[src/sv/prb_pkg.sv]
// shared types and constants for the pixel repeat / ewma blur block
// no dependencies; imported by every module of the block

package prb_pkg;

    localparam int MAX_REPEAT_DEF = 16;
    localparam int FRAC_BITS_DEF  = 16;
    localparam int QUEUE_DEPTH    = 2;
    localparam int ACC_INT_RESET  = 64;

    localparam int CFG_IDX_W  = 2;
    localparam int CFG_DATA_W = 5;

    localparam logic [2:0] FILTER_SHIFT_RESET = 3'd2;
    localparam logic       TV_ENABLE_RESET    = 1'b1;
    localparam logic [4:0] PIXEL_REPEAT_RESET = 5'd2;

    typedef enum logic [CFG_IDX_W-1:0] {
        REG_FILTER_SHIFT = 2'd0,
        REG_TV_ENABLE    = 2'd1,
        REG_PIXEL_REPEAT = 2'd2
    } cfg_reg_t;

    typedef struct packed {
        logic [7:0] red_in;
        logic [7:0] green_in;
        logic [7:0] blue_in;
        logic       line_start;
    } pixel_in_t;

    typedef struct packed {
        logic [7:0] red_out;
        logic [7:0] green_out;
        logic [7:0] blue_out;
        logic       last_of_run;
    } pixel_out_t;

    // classified pixel as it sits in the queue
    typedef struct packed {
        logic [2:0][7:0] color;
        logic            restart;
        logic            filter;
    } job_t;

endpackage

[src/sv/prb_front.sv]
// front end: accepts source pixels, clamps the repeat count, tags the job
// depends on prb_pkg

module prb_front
    import prb_pkg::*;
#(
    parameter int MAX_REPEAT = MAX_REPEAT_DEF,
    parameter int CNT_W      = $clog2(MAX_REPEAT + 1)
) (
    input  logic             in_valid,
    input  pixel_in_t        in_data,
    input  logic             queue_full,
    input  logic             tv_enable,
    input  logic [4:0]       pixel_repeat,
    output logic             push,
    output job_t             job,
    output logic [CNT_W-1:0] count
);

    localparam logic [7:0] MAX_REP8 = 8'(MAX_REPEAT);

    logic [7:0] rep8;

    assign rep8 = {3'b000, pixel_repeat};
    assign push = in_valid && !queue_full;

    always_comb
    begin
        job.color[2] = in_data.red_in;
        job.color[1] = in_data.green_in;
        job.color[0] = in_data.blue_in;
        job.restart  = in_data.line_start;
        job.filter   = tv_enable;
    end

    // zero means one, anything above the limit saturates
    always_comb
    begin
        priority if (rep8 == 8'd0)
        begin
            count = CNT_W'(1);
        end
        else if (rep8 > MAX_REP8)
        begin
            count = CNT_W'(MAX_REPEAT);
        end
        else
        begin
            count = CNT_W'(rep8);
        end
    end

endmodule

[src/sv/prb_queue.sv]
// short fifo between front and back end, registers only
// depends on prb_pkg for the depth

module prb_queue
    import prb_pkg::*;
#(
    parameter int WIDTH = 8
) (
    input  logic             clk,
    input  logic             rst_n,
    input  logic             push,
    input  logic [WIDTH-1:0] push_data,
    input  logic             pop,
    output logic             full,
    output logic             not_empty,
    output logic [WIDTH-1:0] head
);

    localparam int AW = (QUEUE_DEPTH > 1) ? $clog2(QUEUE_DEPTH) : 1;
    localparam int CW = $clog2(QUEUE_DEPTH + 1);

    logic [WIDTH-1:0] mem_reg [QUEUE_DEPTH];
    logic [AW-1:0]    wr_ptr_reg, wr_ptr_next;
    logic [AW-1:0]    rd_ptr_reg, rd_ptr_next;
    logic [CW-1:0]    cnt_reg, cnt_next;
    logic             do_push, do_pop;

    function automatic logic [AW-1:0] bump(input logic [AW-1:0] p);
        logic [AW-1:0] r;
        r = (p == AW'(QUEUE_DEPTH - 1)) ? '0 : p + 1'b1;
        return r;
    endfunction

    assign full      = (cnt_reg == CW'(QUEUE_DEPTH));
    assign not_empty = (cnt_reg != '0);
    assign head      = mem_reg[rd_ptr_reg];
    assign do_push   = push && !full;
    assign do_pop    = pop && not_empty;

    always_comb
    begin
        wr_ptr_next = do_push ? bump(wr_ptr_reg) : wr_ptr_reg;
        rd_ptr_next = do_pop ? bump(rd_ptr_reg) : rd_ptr_reg;
        cnt_next    = cnt_reg;
        if (do_push && !do_pop)
        begin
            cnt_next = cnt_reg + 1'b1;
        end
        else if (do_pop && !do_push)
        begin
            cnt_next = cnt_reg - 1'b1;
        end
    end

    always_ff @(posedge clk or negedge rst_n)
    begin
        if (!rst_n)
        begin
            wr_ptr_reg <= '0;
            rd_ptr_reg <= '0;
            cnt_reg    <= '0;
        end
        else
        begin
            wr_ptr_reg <= wr_ptr_next;
            rd_ptr_reg <= rd_ptr_next;
            cnt_reg    <= cnt_next;
        end
    end

    always_ff @(posedge clk)
    begin
        if (do_push)
        begin
            mem_reg[wr_ptr_reg] <= push_data;
        end
    end

endmodule

[src/sv/prb_back.sv]
// back end: repeats each queued pixel, runs the three ewma lanes,
// and holds the output register; depends on prb_pkg

module prb_back
    import prb_pkg::*;
#(
    parameter int MAX_REPEAT = MAX_REPEAT_DEF,
    parameter int FRAC_BITS  = FRAC_BITS_DEF,
    parameter int CNT_W      = $clog2(MAX_REPEAT + 1)
) (
    input  logic             clk,
    input  logic             rst_n,
    input  logic             head_valid,
    input  job_t             head_job,
    input  logic [CNT_W-1:0] head_count,
    input  logic [2:0]       filter_shift,
    output logic             pop,
    output logic             out_valid,
    input  logic             out_stall,
    output pixel_out_t       out_data
);

    localparam int ACC_W = 8 + FRAC_BITS;
    localparam logic [ACC_W-1:0] ACC_RESET = ACC_W'(ACC_INT_RESET) << FRAC_BITS;

    logic [CNT_W-1:0] cnt_reg, cnt_next;
    logic             out_valid_reg, out_valid_next;
    pixel_out_t       out_data_reg, out_data_next;
    logic [ACC_W-1:0] acc_reg [3];
    logic [ACC_W-1:0] acc_next [3];
    logic [7:0]       lane_out [3];
    logic             step, last;

    assign step = head_valid && (!out_valid_reg || !out_stall);
    assign last = (cnt_reg == head_count - 1'b1);
    assign pop  = step && last;

    for (genvar i = 0; i < 3; i++)
    begin : g_lane
        logic [ACC_W-1:0]      base;
        logic [ACC_W-1:0]      x;
        logic signed [ACC_W:0] diff;
        logic signed [ACC_W:0] diff_sh;
        logic signed [ACC_W:0] upd;

        // line start restores the accumulator ahead of the first repeat
        assign base    = (head_job.restart && cnt_reg == '0) ? ACC_RESET : acc_reg[i];
        assign x       = {head_job.color[i], {FRAC_BITS{1'b0}}};
        assign diff    = $signed({1'b0, x}) - $signed({1'b0, base});
        assign diff_sh = diff >>> filter_shift;
        // f + d - (d >> s) is x - (d >> s)
        assign upd     = $signed({1'b0, x}) - diff_sh;

        assign acc_next[i] = head_job.filter ? upd[ACC_W-1:0] : base;
        assign lane_out[i] = head_job.filter ? upd[ACC_W-1:FRAC_BITS] : head_job.color[i];

        always_ff @(posedge clk or negedge rst_n)
        begin
            if (!rst_n)
            begin
                acc_reg[i] <= ACC_RESET;
            end
            else if (step)
            begin
                acc_reg[i] <= acc_next[i];
            end
        end
    end

    always_comb
    begin
        cnt_next       = cnt_reg;
        out_valid_next = out_valid_reg && out_stall;
        out_data_next  = out_data_reg;
        if (step)
        begin
            cnt_next                  = last ? '0 : cnt_reg + 1'b1;
            out_valid_next            = 1'b1;
            out_data_next.red_out     = lane_out[2];
            out_data_next.green_out   = lane_out[1];
            out_data_next.blue_out    = lane_out[0];
            out_data_next.last_of_run = last;
        end
    end

    always_ff @(posedge clk or negedge rst_n)
    begin
        if (!rst_n)
        begin
            cnt_reg       <= '0;
            out_valid_reg <= 1'b0;
        end
        else
        begin
            cnt_reg       <= cnt_next;
            out_valid_reg <= out_valid_next;
        end
    end

    always_ff @(posedge clk)
    begin
        out_data_reg <= out_data_next;
    end

    assign out_valid = out_valid_reg;
    assign out_data  = out_data_reg;

endmodule

[src/sv/pixel_repeat_ewma_blur_core.sv]
// pixel repeat with ewma blur: one request in gives min(MAX_REPEAT, max(1, pixel_repeat))
// results out; from idle, the first one passes the queue registers, then the output register
// throughput: one result per cycle while out_stall is low, set by one ewma step per
// repeated result in the back end; no gap between requests
// reset: config back to shift 2, filter on, repeat 2; accumulators to 64.0
// depends on prb_pkg, prb_front, prb_queue, prb_back

module pixel_repeat_ewma_blur_core
    import prb_pkg::*;
#(
    parameter int MAX_REPEAT = MAX_REPEAT_DEF,
    parameter int FRAC_BITS  = FRAC_BITS_DEF
) (
    input  logic                  clk,
    input  logic                  rst_n,
    input  logic                  in_valid,
    output logic                  in_stall,
    input  pixel_in_t             in_data,
    output logic                  out_valid,
    input  logic                  out_stall,
    output pixel_out_t            out_data,
    input  logic                  cfg_we,
    input  logic [CFG_IDX_W-1:0]  cfg_index,
    input  logic [CFG_DATA_W-1:0] cfg_data
);

    localparam int CNT_W = $clog2(MAX_REPEAT + 1);
    localparam int Q_W   = $bits(job_t) + CNT_W;

    logic [2:0] filter_shift_reg;
    logic       tv_enable_reg;
    logic [4:0] pixel_repeat_reg;

    logic             push, pop, q_full, q_not_empty;
    job_t             push_job, head_job;
    logic [CNT_W-1:0] push_count, head_count;
    logic [Q_W-1:0]   head_word;

    always_ff @(posedge clk or negedge rst_n)
    begin
        if (!rst_n)
        begin
            filter_shift_reg <= FILTER_SHIFT_RESET;
            tv_enable_reg    <= TV_ENABLE_RESET;
            pixel_repeat_reg <= PIXEL_REPEAT_RESET;
        end
        else if (cfg_we)
        begin
            unique case (cfg_reg_t'(cfg_index))
                REG_FILTER_SHIFT: filter_shift_reg <= cfg_data[2:0];
                REG_TV_ENABLE:    tv_enable_reg    <= cfg_data[0];
                REG_PIXEL_REPEAT: pixel_repeat_reg <= cfg_data[4:0];
                default:          ;
            endcase
        end
    end

    prb_front #(
        .MAX_REPEAT (MAX_REPEAT),
        .CNT_W      (CNT_W)
    ) u_front (
        .in_valid     (in_valid),
        .in_data      (in_data),
        .queue_full   (q_full),
        .tv_enable    (tv_enable_reg),
        .pixel_repeat (pixel_repeat_reg),
        .push         (push),
        .job          (push_job),
        .count        (push_count)
    );

    assign in_stall = q_full;

    prb_queue #(
        .WIDTH (Q_W)
    ) u_queue (
        .clk       (clk),
        .rst_n     (rst_n),
        .push      (push),
        .push_data ({push_job, push_count}),
        .pop       (pop),
        .full      (q_full),
        .not_empty (q_not_empty),
        .head      (head_word)
    );

    assign head_job   = job_t'(head_word[Q_W-1:CNT_W]);
    assign head_count = head_word[CNT_W-1:0];

    prb_back #(
        .MAX_REPEAT (MAX_REPEAT),
        .FRAC_BITS  (FRAC_BITS),
        .CNT_W      (CNT_W)
    ) u_back (
        .clk          (clk),
        .rst_n        (rst_n),
        .head_valid   (q_not_empty),
        .head_job     (head_job),
        .head_count   (head_count),
        .filter_shift (filter_shift_reg),
        .pop          (pop),
        .out_valid    (out_valid),
        .out_stall    (out_stall),
        .out_data     (out_data)
    );

endmodule

[config.mk]
export PLATFORM = sky130hd
export DESIGN_NAME = pixel_repeat_ewma_blur_core
export DESIGN_NICKNAME = d
export VERILOG_FILES = /design/src/sv/prb_pkg.sv /design/src/sv/prb_front.sv /design/src/sv/prb_queue.sv /design/src/sv/prb_back.sv /design/src/sv/pixel_repeat_ewma_blur_core.sv
export SDC_FILE = /design/constraint.sdc
export NUM_CORES = 1
export LEC_CHECK = 0
export ABC_AREA = 1
export BUFFER_PORTS_ARGS = -buffer_cell sky130_fd_sc_hd__buf_2
export CAP_MARGIN = 10
export CORE_MARGIN = 2
export CORE_UTILIZATION = 41
export CTS_BUF_LIST = sky130_fd_sc_hd__clkbuf_2 sky130_fd_sc_hd__clkbuf_4 sky130_fd_sc_hd__clkbuf_8
export DETAILED_ROUTE_END_ITERATION = 6
export PLACE_DENSITY = 0.57
export SYNTH_ARGS = -nofsm -noshare
export SYNTH_HDL_FRONTEND = slang
export SYNTH_SLANG_ARGS = --single-unit
[constraint.sdc]
create_clock -name clk -period 6.5 [get_ports clk]
set_clock_uncertainty 0.05 [all_clocks]
set_input_delay 0 -clock clk [delete_from_list [all_inputs] [get_ports clk]]
set_output_delay 0 -clock clk [all_outputs]
set_load 0.1 [all_outputs]
==> results of run 1 <==
[stage by stage]
stage	utilization	cell area (sq um)	hold slack [ns]	instances
2_1_floorplan	-	17400	-0.3456	2584
3_3_place_gp	0.4302	18040	0.06458	3096
3_5_place_dp	0.4302	18040	0.04763	3096
4_1_cts	0.4519	18960	0.04112	3172
5_1_grt	0.4519	18960	0.07701	3172
6_report	0.4519	18960	0.09818	3172
[report_power, final]
part	leakage, nW	internal, mW	total [mW]	switching (mW)
logic	7.04	2.52	8.25	5.72
clock network	0.217	0.307	0.856	0.549
registers	1.86	1.73	2.13	0.397
total	9.12	4.56	11.2	6.67
[worst min-delay path by stage]
stage / to / start / slack (ns) / depth (start not counted)
after global placement: u_back.acc_reg[4]$_DFFE_PN0P_ / rst_n / 0.06 / 1
after floorplan: filter_shift_reg[0]$_DFFE_PN0P_ / rst_n / -0.35 / 0
after detailed placement: u_back.acc_reg[4]$_DFFE_PN0P_ / rst_n / 0.05 / 1
after global routing: u_queue.mem_reg[1][23]$_DFFE_PP_ / in_data[17] / 0.08 / 2
final: u_queue.mem_reg[0][27]$_DFFE_PP_ / in_data[21] / 0.1 / 2
after CTS: u_queue.mem_reg[0][17]$_DFFE_PP_ / in_data[11] / 0.04 / 2
[layout by cell type, fill, tap and decap left out, types with 8 or more instances in the layout]
| master | synthesis | final |
|---|---|---|
| clkinv_8 | 0 | 9 |
| dlygate4sd3_1 | 0 | 43 |
| o21ai_1 | 19 | 18 |
| a31oi_1 | 40 | 40 |
| o21ai_0 | 106 | 105 |
| buf_2 | 29 | 62 |
| nand2_2 | 56 | 56 |
| nand4_1 | 15 | 15 |
| nand3_1 | 465 | 465 |
| edfxtp_1 | 87 | 87 |
| buf_4 | 1 | 22 |
| inv_2 | 26 | 29 |
| inv_1 | 170 | 168 |
| dfrtp_1 | 85 | 83 |
| nor2_1 | 176 | 174 |
| xor2_1 | 23 | 23 |
| nand3b_1 | 8 | 8 |
| clkbuf_8 | 0 | 17 |
| o21ai_2 | 27 | 27 |
| nand2_1 | 781 | 781 |
| nor3_1 | 10 | 10 |
| a21oi_1 | 84 | 84 |
| a21oi_2 | 10 | 10 |
| nand2_4 | 9 | 9 |
| o21bai_1 | 8 | 8 |
| nor2_2 | 25 | 27 |
| nand3_2 | 88 | 88 |
| nor2_4 | 20 | 20 |
| ha_1 | 55 | 55 |
[cell usage after synthesis (8+ instances only)]
| library cell | count |
|---|---|
| nand2_2 | 56 |
| o21ai_1 | 19 |
| clkbuf_1 | 59 |
| edfxtp_1 | 87 |
| dfrtp_1 | 85 |
| nor2_4 | 20 |
| inv_1 | 170 |
| nand3_2 | 88 |
| nand3b_1 | 8 |
| nand3_1 | 465 |
| buf_1 | 13 |
| o21ai_0 | 106 |
| buf_2 | 29 |
| nand2_1 | 781 |
| a21oi_2 | 10 |
| o21bai_1 | 8 |
| nand2_4 | 9 |
| xor2_1 | 23 |
| a21oi_1 | 84 |
| ha_1 | 55 |
| o21ai_2 | 27 |
| nor2_1 | 176 |
| inv_2 | 26 |
| nor3_1 | 10 |
| nor2_2 | 25 |
| nand4_1 | 15 |
| a31oi_1 | 40 |
[metal layers]
metal,global-route usage,up-vias
met3,0.03903,49
met5,0,-
met4,0.06799,0
met1,0.3413,8068
met2,0.3803,495
li1,-,8769
[repair_timing]
| item | in CTS | in global routing |
|---|---|---|
| hold endpoints to repair | 107 | 0 |
| setup buffers | 0 | 0 |
| gates resized for setup | 0 | 0 |
| setup endpoints to repair | 0 | 0 |
| hold buffers | 44 | 0 |
[worst max-delay path, stage by stage, from the launching register on]
cell and delay [ns]:
dfrtp_1 0.47, inv_1 0.10, ha_1 0.15, nand2_1 0.08
nor2_4 0.17, nand2_8 0.21, inv_4 0.31, nor2_1 0.09
inv_1 0.08, ha_1 0.25, inv_1 0.12, nor2_1 0.36
nand3_1 0.21, nand2_1 0.11, nand2_1 0.06, nand3_1 0.11
a21oi_1 0.08, a31oi_1 0.25, o21ai_0 0.12, ha_1 0.34
a21oi_1 0.27, nor2_1 0.07, nor2_1 0.26, nor2_1 0.08
a2111oi_0 0.48, nand3_1 0.15, nand3_1 0.13, o21ai_1 0.07
[kinds of logic (layout without fill, tap and decap cells)]
kind of cell    after synthesis  after routing  share of synthesized area
simple gates               1675           1675                     0.4680
compound gates              330            330                     0.1180
buf+inv                     313            362                    0.07594
flops                       178            178                     0.2815
fa+ha+maj                    55             55                    0.03955
xor+xnor                     28             28                    0.01410
mux                           5              5                   0.002949
[area by class of cell]
| type | count | area [sq um] |
|---|---|---|
| multi-input cells | 2093 | 11210 |
| inverters | 201 | 763.2 |
| clock inverters | 15 | 220.2 |
| fillers | 4300 | 22990 |
| clock buffers | 17 | 234.0 |
| well taps | 539 | 674.4 |
| repair buffers | 129 | 953.4 |
| flip-flops and latches | 178 | 4903 |
==> impl_metrics.toml, run 1 <==
[timing]
slew_headroom = 0.2839
period_needed_ns = 5.508
hold_violations = 0
setup_viol = 0
tns_ns = 0
rsz0062_at_grt = "no"
fmax_mhz = 181.6
finalWorstSetupSlack_ns = 0.9923
period_share = 0.8473
drv_slew = 0
tightestPinTransition_ns = 1.073

[detailed_routing]
wl_met2_mm = 23.30
vias = 17380
wl_per_cell_microns = 16.52
highest-signal-layer = "met4"
wl_met1_mm = 25.15
ant_nets = 0
initialDrtViolationCount = 1434
met3WireLength_mm = 3.000
dr.pass1.iters = 7
drcViolationCount = 9
via_per_inst = 5.480
wirelength_mm = 52.41

[power_and_ir_drop]
p_leak_nw = 9.116
irDropWorstVdd_mv = 0.3777
finalPower_mw = 11.23
p_per_area_nw_per_um2 = 592.4

[layout]
syn_to_final_growth_pct = 8.954
drive_gt1_frac = 0.1637
diodes = 0
final_nets = 2712
largest_register_ffs = 72

[global_routing]
grt_pass1_vias = 16150
grt_max_degree = 63
grtUsageTotal = 0.2410
antenna_found_initial = 0
grt_pass1_wl_mm = 84.56
grt_overflow = 0

[setup_path]
crit_required_ns = 6.77
reg2reg_to = "u_back.out_data[8]$_DFFE_PP_"
r2r_cells = 27
critPathKind = "reg -> reg"
rrSetupSlack_ns = 0.99
worstSetupStartpoint = "u_back.cnt_reg[1]$_DFFE_PN0P_"
path_max_fanout = 31
endpoint_kind = "flip-flop"
start_kind = "flip-flop"
arrival_ns = 5.77
crit_end = "u_back.out_data[8]$_DFFE_PP_"
rr_startpoint = "u_back.cnt_reg[1]$_DFFE_PN0P_"

[yosys]
syn_inst = 2584
yosys.area.top_type = "nand2_1"
yosys-top-cells-area = "nand2_1 (17%), edfxtp_1 (15%), nand3_1 (13%)"
ys_types = 62
yosysWarnings = 0
yosysSeqAreaShare = 0.2815
ys_seq_elements = 178
syn_area_sq_um = 17400
synth_fp_nets = 2676
netlist.area_leader.share = 0.1685
synth_area_per_cell_sq_um = 6.733
synth-async-reset-ratio = 0.5112
synth_ff_type = "edfxtp_1"
synth-edff-count = 87

[hold_path]
hp-class = "in -> reg"

[die]
rows = 75
start_util = 0.4148
core_area_sq_um = 41950
die_width_microns = 210.0
dieArea_sq_um = 44100
io_pins = 64
fp.dieH_microns = 210.0

[cts]
clockBufferDepth = 2
insertion_delay_ns = 0.58
cts_inserted_buffers = 17
cts_tree = "built"
cts.sinks = 178
root_buffer = "clkbuf_8"
clkSlewWorstSetupHoldPaths_ns = 0.13
h-tree-depth = 4

[place]
port_buffers = 63
place_ws_ns = 1.036
place_hpwl_mm = 38.27
place.gp.congestion = 0.8936

[run_status]
violations = "DRC"
status = "finished with violations"

[flow_run]
maxCapViolCount = 0
Note: power is estimated with default switching activity, not from simulation.
==> run 2, diff against run 1 <==
Settings changed: PLACE_DENSITY 0.57 to 0.59.
Clock period 6.5 ns to 4.64 ns, I/O delays scaled along.
==> run 2 against run 1 <==
Net effect:
- the flow now finishes without violations
- die area stayed put
- combinational power up 66%
- non-clock buffer count up 112
- maximum frequency is 20% higher
- utilization rose by 4.2 points
- cell count up 3.6%
- sequential power up 40%
- register-to-register slack got worse by 0.94 ns
- routed wire length grew 6.9%
- critical path depth grew 2
- hold slack improved by 0.049 ns
- final area rose by 9.4%
==> impl_metrics.toml, run 2 (synthesis gave the netlist of run 1 again) <==
[run_status]
status = "finished, final reports clean"

[die]
io_pins = 64
fp.dieH_microns = 210.0
start_util = 0.4148
die_width_microns = 210.0
dieArea_sq_um = 44100
rows = 75
core_area_sq_um = 41950

[power_and_ir_drop]
p_per_area_nw_per_um2 = 860.1
finalPower_mw = 17.83
p_leak_nw = 9.804
irDropWorstVdd_mv = 0.5464

[timing]
drv_slew = 0
finalWorstSetupSlack_ns = 0.05006
hold_ws_ns = 0.1473
period_share = 0.9892
rsz0062_at_grt = "yes"
hold_violations = 0
tightestPinTransition_ns = 0.9665
period_needed_ns = 4.590
fmax_mhz = 217.9
slew_headroom = 0.3542
setup_viol = 0

[detailed_routing]
via_per_inst = 5.512
dr.pass1.iters = 5
ant_nets = 0
wirelength_mm = 56.01
vias = 18110
wl_per_cell_microns = 17.05
drcViolationCount = 0
initialDrtViolationCount = 1499

[setup_path]
critical_path.top_delay_family = "compound AO/OA/AOI/OAI gates"
path_max_fanout = 6
rr_startpoint = "u_back.cnt_reg[1]$_DFFE_PN0P_"
cp_num_buf_inv = 5
crit_path_max_incr_delay_ns = 0.40
slowest_stage = "dfrtp_1"
rrSetupSlack_ns = 0.05
arrival_ns = 4.79
r2r_cells = 29
crit_required_ns = 4.84
cpMostUsedCell = "a21oi_2"
critPathKind = "reg -> reg"
start_kind = "flip-flop"
reg2reg_to = "u_back.out_data[24]$_DFFE_PP_"
endpoint_kind = "flip-flop"

[place]
place_hpwl_mm = 39.62
place.gp.congestion = 0.9337
port_buffers = 63
place_ws_ns = -0.05136

[global_routing]
grt_pass1_vias = 16810
grtUsageTotal = 0.2506
grt_max_degree = 92
grt_pass1_wl_mm = 88.11
grt_overflow = 0
antenna_found_initial = 0

[layout]
largest_register_ffs = 72
final_cell_mix = "nand2_1 (752), nand3_1 (448), nor2_1 (160)"
final_nets = 2826
drive_gt1_frac = 0.2501
syn_to_final_growth_pct = 19.14
diodes = 0
post-route-util = 0.4942
final_common_cell = "nand2_1"

[hold_path]
hp-start = "in_data[15]"
worst_hold_path.num_cells = 2
hold_end = "u_queue.mem_reg[1][21]$_DFFE_PP_"
hp-class = "in -> reg"

[cts]
cts_inserted_buffers = 17
insertion_delay_ns = 0.53
clkSlewWorstSetupHoldPaths_ns = 0.10
h-tree-depth = 4
cts.sinks = 178
clockBufferDepth = 2
cts_tree = "built"
root_buffer = "clkbuf_8"

[flow_run]
maxCapViolCount = 0
[run 2: where the power goes]
part / internal, mW / switching, mW / total, mW
clock: 0.418 / 0.693 / 1.11
combinational: 4.83 / 8.90 / 13.7
sequential: 2.43 / 0.564 / 2.99
total: 7.67 / 10.2 / 17.8
[run 2: worst max path at each step]
stage / cells after the start / slack (ns) / start / end
after floorplan: 28 / -0.04 / u_back.cnt_reg[0]$_DFFE_PN0P_ / u_back.out_data[8]$_DFFE_PP_
after global placement: 26 / -0.02 / u_back.cnt_reg[0]$_DFFE_PN0P_ / u_back.out_data[8]$_DFFE_PP_
after detailed placement: 26 / -0.05 / u_back.cnt_reg[0]$_DFFE_PN0P_ / u_back.out_data[8]$_DFFE_PP_
after CTS: 26 / -0.006 / u_back.cnt_reg[0]$_DFFE_PN0P_ / u_back.out_data[8]$_DFFE_PP_
after global routing: 29 / -0.22 / u_back.cnt_reg[1]$_DFFE_PN0P_ / u_back.out_data[24]$_DFFE_PP_
final: 29 / 0.05 / u_back.cnt_reg[1]$_DFFE_PN0P_ / u_back.out_data[24]$_DFFE_PP_
[run 2: final cells by class]
| type | count | area, sq um |
|---|---|---|
| multi-input cells | 2095 | 12010 |
| clock inverters | 14 | 157.7 |
| inverters | 201 | 773.2 |
| fillers | 4145 | 21220 |
| flip-flops and latches | 178 | 4905 |
| repair buffers | 241 | 1968 |
| clock buffers | 18 | 241.5 |
| well taps | 539 | 674.4 |
[run 2: timing repair]
| item | CTS | global route |
|---|---|---|
| endpoints found under the setup margin | 5 | 32 |
| resized for setup | 38 | 161 |
| hold endpoints to repair | 105 | 0 |
| buffers inserted | 13 | 26 |
| pin swaps | 16 | 80 |
| hold buffers | 46 | 0 |
| gates cloned | 2 | 2 |
[run 2: worst register-to-register path, delay by kind of cell (launching register included)]
kind            cells  cell delay (ns)
simple gates       12             1.07
compound gates      9             1.44
flops               1             0.40
buf+inv             5             0.61
fa+ha+maj           3             0.73
[run 2: metal layers]
layer  up-vias  track usage  routed length (microns)
met5         -            0                        0
met4         0      0.08168                     1149
met3        81      0.03039                     2906
met2       536       0.3949                    25220
met1      8499       0.3575                    26740
li1       8995            -                        -
[run 2: metrics by stage]
stage / instances / TNS (ns) / instance area (sq um)
5_1_grt: 3286 / -2.070 / 20730
3_5_place_dp: 3165 / -0.09799 / 18650
6_report: 3286 / 0 / 20730
2_1_floorplan: 2584 / -0.03693 / 17440
3_3_place_gp: 3165 / -0.02366 / 18650
4_1_cts: 3258 / -0.005896 / 19840
